**src/hw/rtl/jes_pkg.sv**
```systemverilog
package jes_pkg;

  localparam int DEFAULT_MAX_NEST = 32;
  localparam int DEPTH_W   = 6;
  localparam int VALUE_W   = 64;
  localparam int DIGITS    = 20;
  localparam int BCD_W     = DIGITS * 4;
  localparam int BIT_CNT_W = $clog2(VALUE_W);
  localparam int DIG_CNT_W = $clog2(DIGITS + 1);
  localparam int BODY_LEN  = 5;
  localparam int TEXT_LEN  = BODY_LEN + 1;
  localparam int TEXT_N_W  = $clog2(TEXT_LEN + 1);

  typedef enum logic [3:0] {
    CMD_DOC_BEGIN = 4'd0,
    CMD_DOC_END   = 4'd1,
    CMD_UINT      = 4'd2,
    CMD_BOOL      = 4'd3,
    CMD_STR_BEGIN = 4'd4,
    CMD_KEY_BEGIN = 4'd5,
    CMD_STR_BYTE  = 4'd6,
    CMD_STR_END   = 4'd7,
    CMD_ARR_BEGIN = 4'd8,
    CMD_ARR_END   = 4'd9,
    CMD_OBJ_BEGIN = 4'd10,
    CMD_OBJ_END   = 4'd11
  } cmd_t;

  typedef enum logic [1:0] {
    S_IDLE,
    S_CONV,
    S_TEXT,
    S_DIGITS
  } state_t;

  localparam logic [7:0] CH_COMMA  = 8'h2c;
  localparam logic [7:0] CH_QUOTE  = 8'h22;
  localparam logic [7:0] CH_BSLASH = 8'h5c;
  localparam logic [7:0] CH_SLASH  = 8'h2f;
  localparam logic [7:0] CH_COLON  = 8'h3a;
  localparam logic [7:0] CH_LBRACK = 8'h5b;
  localparam logic [7:0] CH_RBRACK = 8'h5d;
  localparam logic [7:0] CH_LBRACE = 8'h7b;
  localparam logic [7:0] CH_RBRACE = 8'h7d;
  localparam logic [7:0] CH_ZERO   = 8'h30;
  localparam logic [7:0] CH_A      = 8'h61;
  localparam logic [7:0] CH_B      = 8'h62;
  localparam logic [7:0] CH_E      = 8'h65;
  localparam logic [7:0] CH_F      = 8'h66;
  localparam logic [7:0] CH_L      = 8'h6c;
  localparam logic [7:0] CH_N      = 8'h6e;
  localparam logic [7:0] CH_R      = 8'h72;
  localparam logic [7:0] CH_S      = 8'h73;
  localparam logic [7:0] CH_T      = 8'h74;
  localparam logic [7:0] CH_U      = 8'h75;

  localparam logic [7:0] RAW_BS  = 8'h08;
  localparam logic [7:0] RAW_TAB = 8'h09;
  localparam logic [7:0] RAW_LF  = 8'h0a;
  localparam logic [7:0] RAW_FF  = 8'h0c;
  localparam logic [7:0] RAW_CR  = 8'h0d;

endpackage

```
**src/hw/rtl/jes_evt_if.sv**
```systemverilog
interface jes_evt_if;
  logic        valid;
  logic        ready;
  logic [3:0]  command;
  logic [63:0] value;
  logic [7:0]  char_byte;

  modport source(output valid, command, value, char_byte, input ready);
  modport sink(input valid, command, value, char_byte, output ready);
endinterface

```
**src/hw/rtl/jes_txt_if.sv**
```systemverilog
interface jes_txt_if;
  logic       valid;
  logic       ready;
  logic [7:0] out_byte;
  logic       last;
  logic       error;

  modport source(output valid, out_byte, last, error, input ready);
  modport sink(input valid, out_byte, last, error, output ready);
endinterface

```
**src/hw/rtl/json_event_serializer.sv**
```systemverilog
// JSON event serializer.
// evt: one writer event per transfer (command, value, char_byte).
// txt: the JSON text, one byte per transfer; last marks the final byte of an
//   event, error marks the single zero byte sent for a bad event.
// Doc begin sends nothing; doc end sends nothing unless the error flag is set.
// Other events but numbers: the event is taken, then the bytes go out one per
//   cycle while txt is ready (at most 6 bytes, e.g. ",false").
// Unsigned numbers: all 64 bits pass through the shift-add-3 binary to decimal
//   unit, then the comma goes out if any, then the 20-digit register is walked:
//   leading zeros are skipped at one per cycle, digits go out one per cycle while txt is ready.
// evt.ready is high only while no event is in progress; the next event may
//   be taken while the last byte still sits in the output register.
// A stall on txt holds the byte in the output register and holds the
//   sequencer while it has a byte to send; nothing is dropped.
// Reset: depth 0, first-element flag set, no string open, no error.
// The error flag is sticky: every event but doc begin then gives one error
//   byte until a doc begin clears it.
module json_event_serializer
  import jes_pkg::*;
#(
  parameter int MAX_NEST = DEFAULT_MAX_NEST
) (
  input logic          clk,
  input logic          rst,
  jes_evt_if.sink      evt,
  jes_txt_if.source    txt
);

  state_t state, state_next;

  logic [DEPTH_W-1:0] nest_depth, depth_next;
  logic               first_in_container, first_next;
  logic               string_is_key, key_next;
  logic [2:0]         utf8_pending, pend_next;
  logic               sticky_error, sticky_next;

  logic [TEXT_LEN-1:0][7:0] text;
  logic [TEXT_N_W-1:0]      text_n;
  logic                     item_err;
  logic                     do_digits;
  logic [VALUE_W-1:0]       bin;
  logic [BCD_W-1:0]         bcd;
  logic [BIT_CNT_W-1:0]     bit_cnt;
  logic [DIG_CNT_W-1:0]     dig_rem;
  logic                     started;

  logic       out_valid;
  logic [7:0] out_data;
  logic       out_last;
  logic       out_err;

  // decode of the offered event
  logic [BODY_LEN-1:0][7:0] body;
  logic [TEXT_N_W-1:0]      body_n;
  logic                     sep_on;
  logic                     dec_err;
  logic                     dec_digits;
  logic [TEXT_LEN-1:0][7:0] dec_text;
  logic [TEXT_N_W-1:0]      dec_n;
  logic [7:0]               c;
  logic [2:0]               owed;

  logic                     accept;
  logic                     can_emit;
  logic                     emit;
  logic [7:0]               emit_byte;
  logic                     emit_last;
  logic                     emit_err;
  logic [BCD_W-1:0]         bcd_adj;
  logic [3:0]               top_digit;
  logic                     digit_now;

  assign accept   = evt.valid && evt.ready;
  assign can_emit = !out_valid || txt.ready;
  assign c        = evt.char_byte;

  always_comb begin
    body        = '0;
    body_n      = '0;
    sep_on      = 1'b0;
    dec_err     = 1'b0;
    dec_digits  = 1'b0;
    owed        = 3'd0;
    depth_next  = nest_depth;
    first_next  = first_in_container;
    key_next    = string_is_key;
    pend_next   = utf8_pending;
    sticky_next = sticky_error;

    if (evt.command == CMD_DOC_BEGIN) begin
      depth_next  = DEPTH_W'(1);
      first_next  = 1'b1;
      key_next    = 1'b0;
      pend_next   = 3'd0;
      sticky_next = 1'b0;
    end else if (sticky_error) begin
      dec_err = 1'b1;
    end else begin
      case (evt.command)
        CMD_DOC_END: begin
        end
        CMD_UINT: begin
          sep_on     = !first_in_container;
          first_next = 1'b0;
          dec_digits = 1'b1;
        end
        CMD_BOOL: begin
          sep_on     = !first_in_container;
          first_next = 1'b0;
          if (evt.value[0]) begin
            body[0] = CH_T; body[1] = CH_R; body[2] = CH_U; body[3] = CH_E;
            body_n  = TEXT_N_W'(4);
          end else begin
            body[0] = CH_F; body[1] = CH_A; body[2] = CH_L; body[3] = CH_S;
            body[4] = CH_E;
            body_n  = TEXT_N_W'(5);
          end
        end
        CMD_STR_BEGIN, CMD_KEY_BEGIN: begin
          sep_on     = !first_in_container;
          first_next = 1'b0;
          body[0]    = CH_QUOTE;
          body_n     = TEXT_N_W'(1);
          key_next   = (evt.command == CMD_KEY_BEGIN);
          pend_next  = 3'd0;
        end
        CMD_STR_BYTE: begin
          if (utf8_pending != 3'd0) begin
            if (c[7:6] != 2'b10) begin
              dec_err = 1'b1;
            end else begin
              body[0]   = c;
              body_n    = TEXT_N_W'(1);
              pend_next = utf8_pending - 3'd1;
            end
          end else if (c inside {[8'h20:8'h7e]}) begin
            if (c == CH_QUOTE || c == CH_BSLASH || c == CH_SLASH) begin
              body[0] = CH_BSLASH;
              body[1] = c;
              body_n  = TEXT_N_W'(2);
            end else begin
              body[0] = c;
              body_n  = TEXT_N_W'(1);
            end
          end else begin
            body[0] = CH_BSLASH;
            body_n  = TEXT_N_W'(2);
            case (c)
              RAW_BS:  body[1] = CH_B;
              RAW_FF:  body[1] = CH_F;
              RAW_LF:  body[1] = CH_N;
              RAW_CR:  body[1] = CH_R;
              RAW_TAB: body[1] = CH_T;
              default: begin
                // lead byte of a multi-byte sequence, or invalid
                if ((c & 8'he0) == 8'hc0)      owed = 3'd1;
                else if ((c & 8'hf0) == 8'he0) owed = 3'd2;
                else if ((c & 8'hf8) == 8'hf0) owed = 3'd3;
                else if ((c & 8'hfc) == 8'hf8) owed = 3'd4;
                else if ((c & 8'hfe) == 8'hfc) owed = 3'd5;
                if (owed == 3'd0) begin
                  dec_err = 1'b1;
                end else begin
                  body[0]   = c;
                  body[1]   = 8'h00;
                  body_n    = TEXT_N_W'(1);
                  pend_next = owed;
                end
              end
            endcase
          end
        end
        CMD_STR_END: begin
          if (utf8_pending != 3'd0) begin
            dec_err = 1'b1;
          end else begin
            body[0] = CH_QUOTE;
            body_n  = TEXT_N_W'(1);
            if (string_is_key) begin
              body[1]    = CH_COLON;
              body_n     = TEXT_N_W'(2);
              first_next = 1'b1;
            end
            key_next = 1'b0;
          end
        end
        CMD_ARR_BEGIN, CMD_OBJ_BEGIN: begin
          if (nest_depth >= DEPTH_W'(MAX_NEST)) begin
            dec_err = 1'b1;
          end else begin
            sep_on     = !first_in_container;
            body[0]    = (evt.command == CMD_ARR_BEGIN) ? CH_LBRACK : CH_LBRACE;
            body_n     = TEXT_N_W'(1);
            depth_next = nest_depth + DEPTH_W'(1);
            first_next = 1'b1;
          end
        end
        CMD_ARR_END, CMD_OBJ_END: begin
          if (nest_depth <= DEPTH_W'(1)) begin
            dec_err = 1'b1;
          end else begin
            body[0]    = (evt.command == CMD_ARR_END) ? CH_RBRACK : CH_RBRACE;
            body_n     = TEXT_N_W'(1);
            depth_next = nest_depth - DEPTH_W'(1);
            first_next = (nest_depth == DEPTH_W'(2));
          end
        end
        default: dec_err = 1'b1;
      endcase
    end

    if (dec_err) begin
      depth_next  = nest_depth;
      first_next  = first_in_container;
      key_next    = string_is_key;
      pend_next   = utf8_pending;
      sticky_next = 1'b1;
      dec_digits  = 1'b0;
      dec_text    = '0;
      dec_n       = TEXT_N_W'(1);
    end else if (sep_on) begin
      dec_text = {body, CH_COMMA};
      dec_n    = body_n + TEXT_N_W'(1);
    end else begin
      dec_text = {8'h00, body};
      dec_n    = body_n;
    end
  end

  // shift-add-3 step: digits of 5 or more get 3 added before the shift
  always_comb begin
    for (int i = 0; i < DIGITS; i++) begin
      if (bcd[4*i +: 4] >= 4'd5) bcd_adj[4*i +: 4] = bcd[4*i +: 4] + 4'd3;
      else                       bcd_adj[4*i +: 4] = bcd[4*i +: 4];
    end
  end

  assign top_digit = bcd[BCD_W-1 -: 4];
  assign digit_now = started || (top_digit != 4'd0) || (dig_rem == DIG_CNT_W'(1));

  always_comb begin
    state_next = state;
    emit       = 1'b0;
    emit_byte  = text[0];
    emit_last  = 1'b0;
    emit_err   = item_err;
    case (state)
      S_IDLE: begin
        if (accept && (dec_err || dec_digits || dec_n != '0)) begin
          state_next = dec_digits ? S_CONV : S_TEXT;
        end
      end
      S_CONV: begin
        if (bit_cnt == '1) begin
          state_next = (text_n != '0) ? S_TEXT : S_DIGITS;
        end
      end
      S_TEXT: begin
        if (can_emit) begin
          emit      = 1'b1;
          emit_last = (text_n == TEXT_N_W'(1)) && !do_digits;
          if (text_n == TEXT_N_W'(1)) begin
            state_next = do_digits ? S_DIGITS : S_IDLE;
          end
        end
      end
      S_DIGITS: begin
        emit_byte = CH_ZERO | {4'd0, top_digit};
        emit_err  = 1'b0;
        emit_last = (dig_rem == DIG_CNT_W'(1));
        if (digit_now && can_emit) begin
          emit = 1'b1;
          if (dig_rem == DIG_CNT_W'(1)) state_next = S_IDLE;
        end
      end
      default: state_next = S_IDLE;
    endcase
  end

  always_ff @(posedge clk) begin
    if (rst) begin
      state <= S_IDLE;
    end else begin
      state <= state_next;
    end
  end

  always_ff @(posedge clk) begin
    if (rst) begin
      nest_depth         <= '0;
      first_in_container <= 1'b1;
      string_is_key      <= 1'b0;
      utf8_pending       <= 3'd0;
      sticky_error       <= 1'b0;
      out_valid          <= 1'b0;
    end else begin
      if (accept) begin
        nest_depth         <= depth_next;
        first_in_container <= first_next;
        string_is_key      <= key_next;
        utf8_pending       <= pend_next;
        sticky_error       <= sticky_next;
      end
      if (emit)           out_valid <= 1'b1;
      else if (txt.ready) out_valid <= 1'b0;
    end
  end

  always_ff @(posedge clk) begin
    if (emit) begin
      out_data <= emit_byte;
      out_last <= emit_last;
      out_err  <= emit_err;
    end
    case (state)
      S_IDLE: begin
        if (accept) begin
          text      <= dec_text;
          text_n    <= dec_n;
          item_err  <= dec_err;
          do_digits <= dec_digits;
          bin       <= evt.value;
          bcd       <= '0;
          bit_cnt   <= '0;
          dig_rem   <= DIG_CNT_W'(DIGITS);
          started   <= 1'b0;
        end
      end
      S_CONV: begin
        bcd     <= {bcd_adj[BCD_W-2:0], bin[VALUE_W-1]};
        bin     <= {bin[VALUE_W-2:0], 1'b0};
        bit_cnt <= bit_cnt + BIT_CNT_W'(1);
      end
      S_TEXT: begin
        if (emit) begin
          text   <= {8'h00, text[TEXT_LEN-1:1]};
          text_n <= text_n - TEXT_N_W'(1);
        end
      end
      S_DIGITS: begin
        // leading zeros are dropped without waiting for the sink
        if (emit || !digit_now) begin
          bcd     <= {bcd[BCD_W-5:0], 4'd0};
          dig_rem <= dig_rem - DIG_CNT_W'(1);
          started <= started || emit;
        end
      end
      default: begin
      end
    endcase
  end

  // no transfer is taken while reset is held
  assign evt.ready    = !rst && (state == S_IDLE);
  assign txt.valid    = out_valid;
  assign txt.out_byte = out_data;
  assign txt.last     = out_last;
  assign txt.error    = out_err;

`ifndef SYNTHESIS
  a_err_byte: assert property (@(posedge clk) disable iff (rst)
    txt.valid && txt.error |-> (txt.out_byte == 8'h00) && txt.last)
    else $error("error transfer without zero byte and last");

  a_depth_max: assert property (@(posedge clk) disable iff (rst)
    nest_depth <= DEPTH_W'(MAX_NEST))
    else $error("nesting depth beyond limit");

  a_uint_conv: assert property (@(posedge clk) disable iff (rst)
    accept && (evt.command == CMD_UINT) && !sticky_error |=> state == S_CONV)
    else $error("number event did not start conversion");

  a_utf8_range: assert property (@(posedge clk) disable iff (rst)
    utf8_pending <= 3'd5)
    else $error("continuation count out of range");
`endif

endmodule
```
**src/flat_wrapper.sv**
```systemverilog
// flat-port wrapper written by rule: the top's interface ports become plain ports
module json_event_serializer_flat import jes_pkg::*;
#(
  parameter int MAX_NEST = DEFAULT_MAX_NEST
)
  (clk, rst, evt_valid, evt_command, evt_value, evt_char_byte, evt_ready, txt_valid, txt_out_byte, txt_last, txt_error, txt_ready);
  jes_evt_if evt_i ();
  jes_txt_if txt_i ();
  input logic clk;
  input logic rst;
  input wire logic [$bits(evt_i.valid)-1:0] evt_valid;
  input wire logic [$bits(evt_i.command)-1:0] evt_command;
  input wire logic [$bits(evt_i.value)-1:0] evt_value;
  input wire logic [$bits(evt_i.char_byte)-1:0] evt_char_byte;
  output wire logic [$bits(evt_i.ready)-1:0] evt_ready;
  output wire logic [$bits(txt_i.valid)-1:0] txt_valid;
  output wire logic [$bits(txt_i.out_byte)-1:0] txt_out_byte;
  output wire logic [$bits(txt_i.last)-1:0] txt_last;
  output wire logic [$bits(txt_i.error)-1:0] txt_error;
  input wire logic [$bits(txt_i.ready)-1:0] txt_ready;
  assign evt_i.valid = evt_valid;
  assign evt_i.command = evt_command;
  assign evt_i.value = evt_value;
  assign evt_i.char_byte = evt_char_byte;
  assign evt_ready = evt_i.ready;
  assign txt_valid = txt_i.valid;
  assign txt_out_byte = txt_i.out_byte;
  assign txt_last = txt_i.last;
  assign txt_error = txt_i.error;
  assign txt_i.ready = txt_ready;
  json_event_serializer #(.MAX_NEST(MAX_NEST)) u_core (.clk(clk), .rst(rst), .evt(evt_i), .txt(txt_i));
endmodule
```
**config.mk**
```make
export PLATFORM = sky130hd
export DESIGN_NAME = json_event_serializer_flat
export DESIGN_NICKNAME = d
export VERILOG_FILES = /design/src/hw/rtl/jes_pkg.sv /design/src/hw/rtl/jes_evt_if.sv /design/src/hw/rtl/jes_txt_if.sv /design/src/hw/rtl/json_event_serializer.sv /design/src/flat_wrapper.sv
export SDC_FILE = /design/constraint.sdc
export NUM_CORES = 1
export LEC_CHECK = 0
export BUFFER_PORTS_ARGS = -buffer_cell sky130_fd_sc_hd__buf_2
export CELL_PAD_IN_SITES_DETAIL_PLACEMENT = 1
export CELL_PAD_IN_SITES_GLOBAL_PLACEMENT = 1
export CORE_MARGIN = 3
export CORE_UTILIZATION = 51
export CTS_CLUSTER_DIAMETER = 60
export CTS_CLUSTER_SIZE = 8
export DETAILED_ROUTE_END_ITERATION = 10
export PLACE_DENSITY_LB_ADDON = 0.1
export SYNTH_ARGS = -nofsm -noshare
export SYNTH_HDL_FRONTEND = slang
export SYNTH_SLANG_ARGS = --single-unit
```
**constraint.sdc**
```tcl
create_clock -name clk -period 10.4 [get_ports clk]
set_input_delay 1.04 -clock clk [delete_from_list [all_inputs] [get_ports clk]]
set_output_delay 1.04 -clock clk [all_outputs]
set_load 0.05 [all_outputs]
```
=== Word level (Yosys, flattened, before mapping) ===
Index checks and enable logic that the tools add are counted.

* Bits of input ports: 80
* Bits in registers: 234
* Output and inout port bits: 12
* Logic and storage cells: 334

* $lt $le $gt $ge: 24
* Bitwise gates (word level): 1
* Equal/unequal tests: 50
* $add $sub $neg: 27
* Multiplexer cells: 153
* Reductions and logical operators: 54

{| class="wikitable"
|+ Operators with widths
! operator !! count
|-
| $pmux 80 s3 || 1
|-
| $mux 48 || 4
|-
| $mux 80 || 2
|-
| $pmux 64 s2 || 1
|-
| $pmux 48 s2 || 1
|-
| $mux 3 || 28
|-
| $ge 4x3->1 const B || 20
|-
| $mux 4 || 20
|-
| $mux 40 || 2
|-
| $add 4x2->4 const B || 19
|-
| $mux 8 || 9
|-
| $mux 64 || 1
|-
| $mux 6 || 8
|-
| $pmux 8 s6 || 1
|-
| $eq 8x4->1 const B || 5
|-
| $mux 1 || 40
|-
| $pmux 8 s5 || 1
|-
| $mux 16 || 2
|-
| $mux 29 || 1
|-
| $mux 2 || 12
|-
| $pmux 6 s2 || 2
|-
| $pmux 8 s3 || 1
|-
| $mux 23 || 1
|-
| $reduce_bool 3->1 || 7
|-
| other kinds (58) || 120
|}

=== Depth between registers and ports, before layout ===
Gate-level depths: netlist of the first run.

* Depth after elaboration: 28
* Gate-level depth with buffers: 13
* Gate-level depth less buffers: 12

=== Least setup slack after synthesis of the first run ===
No wires, ideal clock.

* Kind: input -> register
* Start: in rst
* End: reg u_core.dig_rem[0], enable pin
* Arrival time: 5.109 ns
* Buffers on the path: 0
* Library setup time: 0.322 ns
* Stages: 5
* Slack: 4.969 ns
* Required time: 10.078 ns
* Cells stage by stage: nor3_1 -> nand2_1 -> clkinv_1 -> a221o_1 -> and2_1

* Longest elaborated chain between the ends: 5

{| class="wikitable"
|+ RTL lines
! element !! RTL line !! RTL
|-
| from (decl) || flat_wrapper.sv:10 || <nowiki>input logic rst;</nowiki>
|-
| $logic_not 1->1 || json_event_serializer.sv:354 || <nowiki>assign evt.ready = !rst && (state == S_IDLE);</nowiki>
|-
| $logic_and 1x1->1 || json_event_serializer.sv:354 ||
|-
| $logic_and 1x1->1 || json_event_serializer.sv:73 || <nowiki>assign accept = evt.valid && evt.ready;</nowiki>
|-
| $ne 2x1->1 (no source line) || n/a ||
|-
| $reduce_and 3->1 (no source line) || n/a ||
|-
| to (signal assigned) || json_event_serializer.sv:325 || <nowiki>dig_rem <= DIG_CNT_W'(DIGITS);</nowiki>
|-
| to (signal assigned) || json_event_serializer.sv:344 || <nowiki>dig_rem <= dig_rem - DIG_CNT_W'(1);</nowiki>
|-
| to (decl) || json_event_serializer.sv:44 || <nowiki>logic [DIG_CNT_W-1:0] dig_rem;</nowiki>
|}

Every way passes these cells.
A chain may end at the register's enable or synchronous reset.

=== Worst setup path after layout of the first run ===
* Start: in evt_command[3]
* End: reg u_core.text[10] (netlist bit) (data pin)

* Longest elaborated chain between the ends: 9
* Elaborated cells on any way between the ends: 31
* Classes of those cells: eq/ne (11); mux (14); reduce/logical (6)

{| class="wikitable"
|+ RTL lines
! element !! RTL line !! RTL
|-
| from (decl) || flat_wrapper.sv:12 || <nowiki>input wire logic [$bits(evt_i.command)-1:0] evt_command;</nowiki>
|-
| $eq 4x4->1 (tied with other cells) || json_event_serializer.sv:99 || <nowiki>case (evt.command)</nowiki>
|-
| $reduce_or 2->1 or $reduce_or 4->1 (tied branches) || n/a ||
|-
| $pmux 8 s6 or $pmux 1 s2 (tied branches) || json_event_serializer.sv:99 ||
|-
| $mux 40 or $mux 1 (tied branches) || json_event_serializer.sv:96 || <nowiki>end else if (sticky_error) begin</nowiki>
|-
| $mux 40 or $mux 1 (tied branches) || json_event_serializer.sv:90 || <nowiki>if (evt.command == CMD_DOC_BEGIN) begin</nowiki>
|-
| $mux 48 || json_event_serializer.sv:221 || <nowiki>end else if (sep_on) begin</nowiki>
|-
| $mux 48 (*) || json_event_serializer.sv:212 || <nowiki>if (dec_err) begin</nowiki>
|-
| $mux 48 (*) || json_event_serializer.sv:317 || <nowiki>if (accept) begin</nowiki>
|-
| $pmux 48 s2 (*) || json_event_serializer.sv:315 || <nowiki>case (state)</nowiki>
|-
| to (signal assigned) || json_event_serializer.sv:318 || <nowiki>text <= dec_text;</nowiki>
|-
| to (signal assigned) || json_event_serializer.sv:336 || <nowiki>text <= {8'h00, text[TEXT_LEN-1:1]};</nowiki>
|-
| to (decl) || json_event_serializer.sv:37 || <nowiki>logic [TEXT_LEN-1:0][7:0] text;</nowiki>
|}

Mark *: on every way between the ends. The rest lies on a longest branch, timed or not. The select of a mux whose other input is x is not followed.

==> results of run 1 <==
## flip-flops by register name (all words and copies together) (netlist names), 5 cells and up
| name | cells |
|---|---|
| u_core.txt.out_byte | 8 |
| u_core.dig_rem | 5 |
| u_core.bit_cnt | 6 |
| u_core.nest_depth | 6 |
| u_core.bin | 64 |
| u_core.bcd | 80 |
| u_core.text | 33 |
## placed cells by master (no fill, tap or decap), types with 4 or more instances in the layout
master       n
a22oi_1     13
nor2_1     153
ha_1        55
nor4_1       6
a311oi_1    18
nor2b_1     17
inv_1       54
clkbuf_16   34
and3_1       9
dfxtp_1     14
a211oi_1     8
a41oi_1      4
buf_4        8
nand4_1      5
buf_2       91
nand2_1    332
o31ai_1      8
mux2i_1      4
o21ai_1      6
a21oi_1    118
xor2_1      11
nand2b_1    31
nor3_1      19
nand3_1     13
o211ai_1     5
nor2_2       4
o32ai_1     19
and2_1       7
or3_1        5
clkbuf_1    10
xnor2_1     27
o21ai_0     48
edfxtp_1   204
a31oi_1      9
## metal layers
metal	routed length [µm]	up-vias
met5	13	-
met4	824	2
met3	1570	71
met2	17000	259
met1	14700	5121
li1	-	4992
## cell type report
cell class,instances,area share [%]
Sequential cell,219,44.8
Multi-Input combinational cell,1029,40.7
Clock buffer,44,6.19
Timing Repair Buffer,99,3.59
Tap cell,324,2.83
Inverter,57,1.49
Clock inverter,5,0.349
Antenna cell,1,0.0174
## through the flow
step	instance area [µm²]	hold slack, ns
floorplan	12700	0.437
global placement	13400	0.455
detailed placement	13400	0.468
CTS	14300	0.483
global route	14300	0.528
finish	14300	0.490
## logic make-up (layout without fill, tap and decap cells)
group	count (synthesis)	in the layout	synth area share, %
buffers and inverters	121	205	3.86
flip-flops	219	219	50.5
adder cells (fa/ha/maj)	55	55	5.41
AO/OA/AOI/OAI	303	303	15.7
multiplexers	5	5	0.403
AND/OR/NAND/NOR	627	627	21.5
XOR/XNOR	38	38	2.62
other	1	2	0.0295
## power groups by stage
stage	Combinational, µW	Clock, µW	Sequential [µW]
floorplan	524	0	1310
global placement	699	0	1310
detailed placement	733	0	1320
CTS	749	1010	1310
global route	840	1050	1330
finish	743	991	1310
## path summary, 6_finish.rpt
check / to / slack, ns / cells after the start
max reg2reg: u_core.started / 7.08 / 4
min: u_core.first_in_container / 0.49 / 1
min reg2reg: u_core.first_in_container / 0.49 / 1
max: u_core.text[10] / 6.94 / 7
==> results.cfg, run 1 <==
[status]
status = finished clean

[drt]
vias = 10400
first_pass_iters = 5
vias_per_cell = 5.87
routed_wl_um = 34100
post_drt_wl_per_cell_um = 19.2
ant_nets = 0
drc = 0
drt_iter0_markers = 712

[placed_design]
dp_hpwl_um = 21900
dp.cells = 1728
io_buffer_count = 91
gp_congestion = 0.860
dp_slack_ns = 6.53

[power]
sequentialPowerShare_pct = 43.1
swShare_pct = 33.5
leakage_uw = 0.00560
irDropWorstVdd_mv = 0.124
p_per_area_nw_per_um2 = 212
switchingPower_uw = 1020
p_comb_share_pct = 24.4
power.share.clock_pct = 32.5
p_int_uw = 2030
p_total_uw = 3050

[critical_path]
crit_required_ns = 10.64
start_kind = input port
path_buf_inv = 1
setup.worst_path.class = in2reg
cpPeakStageDelay_ns = 0.59
path_max_fanout = 23
end_kind = register
crit_start = evt_command[3]
reg2reg_from = u_core.state[0]
crit_chain = buf_2 -> nand4bb_1 -> a2111o_1 -> a41oi_2 -> nand2b_1 -> a21oi_1 -> a221o_1
worstPathArrival_ns = 3.70
critPathSlowestCell = a41oi_2
path_delay_family = compound AO/OA/AOI/OAI gates

[grt]
overflow = 0
grt_pass1_wl_um = 55200
grt_start_max_net_pins = 104
grt-busiest-layer = met2
met3_usage_pct = 3.83
grtUsageMet2_pct = 44.5
grt_pass1_vias = 10700
antenna_found_initial = 2
use_met1_pct = 32.5
grt_usage_pct = 25.4

[sta]
finalSetupViolations = 0
fmax_mhz = 289
timing.final.ws_setup_ns = 6.94
fin_crit_ns = 3.46
fin_crit_sh_pct = 33.3
tightest_slew_ns = 1.17
rsz0062_at_grt = false
setup_tns_ns = 0
max_slew_margin_pct = 22.0
finalHoldViolCount = 0
final.setup_skew_ns = 0.0182
slew_viol_final = 0

[synth]
synthTopCellsByArea = edfxtp_1 (48%), nand2_1 (9.9%), ha_1 (5.4%)
seq_area_frac_synth_pct = 50.5
syn-cell-area_um2 = 12700
syn_nets = 1504
synth-seq-cells = 219
syn_area_per_cell_um2 = 9.29
synthTopCellsByCount = nand2_1 (334), edfxtp_1 (204), nor2_1 (155)
synth_edf_count = 204
synth_top_area_cell = edfxtp_1
ys.flop_type = edfxtp_1
syn_inst = 1369
synth_top_area_share_pct = 48.2
yosysMostFrequentCell = nand2_1
synth.distinct_cells = 80
synth_warnings = 0
async_flop_share_pct = 0

[worst_hold_path]
min_path_type = reg2reg
hold_start = u_core.first_in_container

[clocking]
cts_buffer_depth = 3
post-cts-setup-buffer-count = 0
clkSinkCount = 219
clock-root-buffer = clkbuf_16
clk_pin_slew_ns = 0.05
htree_levels = 2
cts_buffers = 34
clk_latency_ns = 0.50
cts_hold_buf = 0
cts-resized-gates = 0
cts_tree = yes

[floorplan]
start_util_pct = 52.1
ios = 92
fp.coreArea_um2 = 24400
die_h_um = 164
die_area_um2 = 26900
die_w_um = 164
num_rows = 57

[cells_and_area]
multi_input_area_um2 = 5840
areaGrowthSynthToFinish_pct = 12.8
final_core_util_pct = 58.8
final_nets = 1575
drive_gt1_share_pct = 11.6
nFillCells = 2785
regArea_um2 = 6430
finalNonFillerCells = 1778

[flow_run]
maxCapViolations = 0
No activity file was read; power rests on OpenSTA's default activity.
==> run 2: changes to the inputs <==
--- a/config.mk
+++ b/config.mk
@@ -9,7 +9,7 @@
 export CELL_PAD_IN_SITES_DETAIL_PLACEMENT = 1
 export CELL_PAD_IN_SITES_GLOBAL_PLACEMENT = 1
 export CORE_MARGIN = 3
-export CORE_UTILIZATION = 51
+export CORE_UTILIZATION = 43
 export CTS_CLUSTER_DIAMETER = 60
 export CTS_CLUSTER_SIZE = 8
 export DETAILED_ROUTE_END_ITERATION = 10
==> constraint.sdc (replaced) <==
create_clock -name clk -period 3.1 [get_ports clk]
set_input_delay 0.31 -clock clk [delete_from_list [all_inputs] [get_ports clk]]
set_output_delay 0.31 -clock clk [all_outputs]
set_load 0.05 [all_outputs]
==> results.cfg, run 2 (synthesis results as in run 1) <==
[grt]
grt_pass1_wl_um = 54500
overflow = 0
grt_usage_pct = 21.1
grt_pass1_vias = 10600
antenna_found_initial = 0
grt_start_max_net_pins = 105

[clocking]
cts_buffer_depth = 3
clkSinkCount = 219
cts_hold_buf = 0
clock-root-buffer = clkbuf_16
cts_tree = yes
clk_latency_ns = 0.51
cts_buffers = 34
htree_levels = 2
clk_pin_slew_ns = 0.05

[cells_and_area]
diodes = 0
nFillCells = 3372
final_cell_mix = nand2_1 (332), edfxtp_1 (204), nor2_1 (153)
areaGrowthSynthToFinish_pct = 15.5
finalNonFillerCells = 1865
drive_gt1_share_pct = 13.0
regMostFlops = u_core.bcd
largest_reg_flops = 80
top_regs = u_core.bcd x80, u_core.bin x64, u_core.text x33
final_nets = 1593
layout_commonest_cell = nand2_1

[drt]
first_pass_iters = 4
vias = 10300
drc = 0
wl_met3_um = 1320
dr_wl_met2_um = 16400
routed_wl_um = 33300
drt_iter0_markers = 590
post_drt_wl_per_cell_um = 17.9
vias_per_cell = 5.50
met1Wirelength_um = 15100
topRoutingLayerUsed = met4
ant_nets = 0

[critical_path]
setup.worst_path.class = reg2reg
path_max_fanout = 9
crit_required_ns = 3.47
start_kind = register
end_kind = register
worstPathArrival_ns = 3.29
reg2reg_depth = 10

[power]
leakage_uw = 0.00574
p_per_area_nw_per_um2 = 705
irDropWorstVdd_mv = 0.334

[floorplan]
fp.coreArea_um2 = 28900
num_rows = 62
die_area_um2 = 31700
die_h_um = 178
die_w_um = 178
ios = 92
start_util_pct = 44.0

[placed_design]
dp_hpwl_um = 22300
gp_congestion = 0.865
io_buffer_count = 91
dp.cells = 1805
dp_slack_ns = 0.145

[sta]
finalHoldViolCount = 0
final.setup_skew_ns = 0.0151
max_slew_margin_pct = 30.4
slew_viol_final = 0
fin_crit_sh_pct = 94.2
tightest_slew_ns = 1.04
fmax_mhz = 342
timing.final.ws_setup_ns = 0.179
finalSetupViolations = 0
fin_crit_ns = 2.92

[status]
status = finished clean

[worst_hold_path]
min_path_type = in2reg
hold_depth = 3

[flow_run]
maxCapViolations = 0
[run 2: changes by cell type in the layout (fill, tap and decap cells not counted), sizes merged]
| cell | before | now |
|---|---|---|
| clkinvlp | 1 | 0 |
| diode | 1 | 0 |
| clkbuf | 44 | 54 |
| clkinv | 3 | 4 |
| buf | 99 | 117 |
[run 2: area by class of cell]
class / count / area, µm² / share of cell area (%)
inverters: 57 / 214 / 1.46
flip-flops and latches: 219 / 6430 / 43.8
repair buffers: 117 / 676 / 4.60
multi-input cells: 1029 / 5890 / 40.1
clock buffers: 54 / 936 / 6.37
clock inverters: 5 / 68.8 / 0.469
well taps: 384 / 480 / 3.27
[run 2: per-stage QoR]
| stage | setup TNS [ns] | hold WS, ns | power, µW | instance area (µm²) | util, % |
|---|---|---|---|---|---|
| after global placement | 0 | 0.483 | 6850 | 13600 | 47.2 |
| final | 0 | 0.0602 | 10400 | 14700 | 50.8 |
| after floorplan | 0 | 0.437 | 6150 | 12700 | - |
| after CTS | 0 | 0.0404 | 10500 | 14700 | 50.6 |
| after detailed placement | 0 | 0.490 | 6950 | 13600 | 47.2 |
| after global routing | -0.0772 | 0.0546 | 11000 | 14700 | 50.8 |
[run 2: worst paths after layout]
check / from / to / slack [ns]
max: u_core.nest_depth[2] / u_core.state[1] / 0.18
min reg2reg: u_core.text[4] / u_core.txt.out_byte[4] / 0.49
min: evt_value[49] / u_core.bin[49] / 0.06
max reg2reg: u_core.nest_depth[2] / u_core.state[1] / 0.18
[run 2: repair_timing]
action,CTS,global route
endpoints found under the setup margin,0,1
buffers inserted,0,1
gates resized for setup,0,6
[run 2: per-layer routing]
| metal | vias up | global-route usage [%] |
|---|---|---|
| met5 | - | 0 |
| met4 | 0 | 4.97 |
| met3 | 47 | 3.00 |
| met2 | 164 | 36.7 |
| met1 | 5013 | 27.8 |
| li1 | 5029 | - |
[run 2: power breakdown]
part / leakage, µW / total (µW) / switching, µW / internal, µW
registers: 0.00208 / 4380 / 378 / 4000
logic: 0.00318 / 2510 / 1670 / 842
clock network: 0.000481 / 3460 / 1370 / 2090
total: 0.00574 / 10400 / 3420 / 6930
[run 2: worst max-delay path, cell delays in order, from the launching register on]
cell,delay (ns)
dfxtp_1,0.37
or4_1,0.62
o2111ai_4,0.33
o211a_1,0.24
a31oi_4,0.12
ha_1,0.21
o211ai_1,0.11
xor2_1,0.24
nand2_1,0.10
o41ai_2,0.32
o31ai_1,0.14
==> run 3: changes to the inputs <==
==> constraint.sdc (replaced) <==
create_clock -name clk -period 3.1 [get_ports clk]
set_input_delay 0.62 -clock clk [delete_from_list [all_inputs] [get_ports clk]]
set_output_delay 0.62 -clock clk [all_outputs]
set_load 0.05 [all_outputs]
==> results.cfg, run 3 (synthesis results as in run 1) <==
[sta]
rsz0062_at_grt = false
fin_crit_ns = 2.79
final.setup_skew_ns = 0.0116
holdWs_ns = 0.381
max_slew_margin_pct = 38.1
setup_tns_ns = 0
slew_viol_final = 0
timing.final.ws_setup_ns = 0.308
finalSetupViolations = 0
finalHoldViolCount = 0
fin_crit_sh_pct = 90.1
fmax_mhz = 358
tightest_slew_ns = 0.926

[grt]
antenna_found_initial = 0
grt_pass1_vias = 10800
overflow = 0
grt_start_max_net_pins = 52
grt_usage_pct = 21.4
grt_pass1_wl_um = 55300

[power]
p_per_area_nw_per_um2 = 698
p_total_uw = 10300
irDropWorstVdd_mv = 0.344
leakage_uw = 0.00580

[worst_hold_path]
whs_endpoint = u_core.bin[15]
hold_depth = 3
hold_start = evt_value[15]
min_path_type = in2reg

[drt]
post_drt_wl_per_cell_um = 17.8
first_pass_iters = 4
drc = 0
ant_nets = 0
vias = 10400
drt_iter0_markers = 642
routed_wl_um = 33400
vias_per_cell = 5.53

[critical_path]
reg2reg_depth = 12
worstPathArrival_ns = 3.16
crit_top_cell = ha_1
start_kind = register
crit_required_ns = 3.47
critPathSlowestCell = or4_1
cpPeakStageDelay_ns = 0.52
crit_chain = inv_1 -> ha_1 -> nand2b_2 -> or4_1 -> o211a_1 -> a31oi_4 -> ha_1 -> o211ai_1 -> xor2_1 -> nand2_1 -> o41ai_2 -> o31ai_1
r2r_end = u_core.state[1]
end_kind = register
reg2reg_from = u_core.utf8_pending[0]
setup.worst_path.class = reg2reg
rrSetupSlack_ns = 0.31
crit_start = u_core.utf8_pending[0]
path_max_fanout = 9

[status]
status = finished clean

[cells_and_area]
finalInstanceArea_um2 = 14800
areaGrowthSynthToFinish_pct = 16.0
diodes = 0
regMostFlops = u_core.bcd
final_nets = 1609
nFillCells = 3354
layout_commonest_cell = nand2_1
largest_reg_flops = 80
top_regs = u_core.bcd x80, u_core.bin x64, u_core.text x33
drive_gt1_share_pct = 13.8
final_cell_mix = nand2_1 (332), edfxtp_1 (204), nor2_1 (153)

[clocking]
cts_buffers = 34
cts_hold_buf = 0
clkSinkCount = 219
clk_pin_slew_ns = 0.05
post-cts-setup-buffer-count = 0
cts-resized-gates = 0
clock-root-buffer = clkbuf_16
cts_buffer_depth = 3
htree_levels = 2
cts_tree = yes
clk_latency_ns = 0.50

[floorplan]
num_rows = 62
die_h_um = 178
fp.coreArea_um2 = 28900
die_area_um2 = 31700
start_util_pct = 44.0
die_w_um = 178
ios = 92

[placed_design]
gp_congestion = 0.825
io_buffer_count = 91
placed_area_um2 = 13800
dp_slack_ns = 0.0912
dp_hpwl_um = 22600

[flow_run]
maxCapViolations = 0
## run 3: changes by cell type in the layout (fill, tap and decap cells not counted), sizes merged
cell,before,now
buf,117,133
inv,58,56
clkbuf,54,48
## run 3: worst max-delay path by stage
stage / endpoint / slack, ns / cells after the start
CTS: u_core.state[1] / 0.23 / 12
global route: u_core.state[1] / 0.02 / 12
global placement: u_core.state[1] / 0.19 / 12
floorplan: u_core.dig_rem[0] / 0.25 / 5
finish: u_core.state[1] / 0.31 / 12
detailed placement: u_core.state[1] / 0.09 / 12
## run 3: worst max-delay path, delay by kind of cell (launching register included)
kind / cells / cell delay [ns]
buffers and inverters: 1 / 0.12
AOI/OAI and AO/OA: 5 / 0.84
DFF: 1 / 0.31
and+or+nand+nor: 3 / 0.78
xor gates and xnor gates: 1 / 0.20
adders and majority gates: 2 / 0.41
## run 3: cell type report
cell class                 instances  area [µm²]  share of cell area [%]
tap                              384         480                    3.26
sequential                       219        6430                    43.6
inverter                          57         214                    1.45
multi-input combinational       1029        5860                    39.7
clock inverter                     3        41.3                   0.280
clock buffer                      48         935                    6.34
timing repair buffer             133         796                    5.39
## run 3: routing by layer
layer	up-vias	share of wire [%]	GRT usage, %
met5	-	0	0
met4	0	1.8	5.30
met3	48	3.8	3.28
met2	148	48	36.6
met1	5102	46	28.5
li1	5060	-	-
## run 3: report_power, final
part / switching [µW] / internal, µW
clock: 1300 / 2080
combinational: 1680 / 861
sequential: 386 / 4000
total: 3360 / 6940
## run 3: through the flow
stage | instances | util [%]
floorplan | 1369 | -
global placement | 1822 | 47.6
detailed placement | 1822 | 47.6
CTS | 1873 | 51.0
global route | 1873 | 51.0
finish | 1873 | 51.0
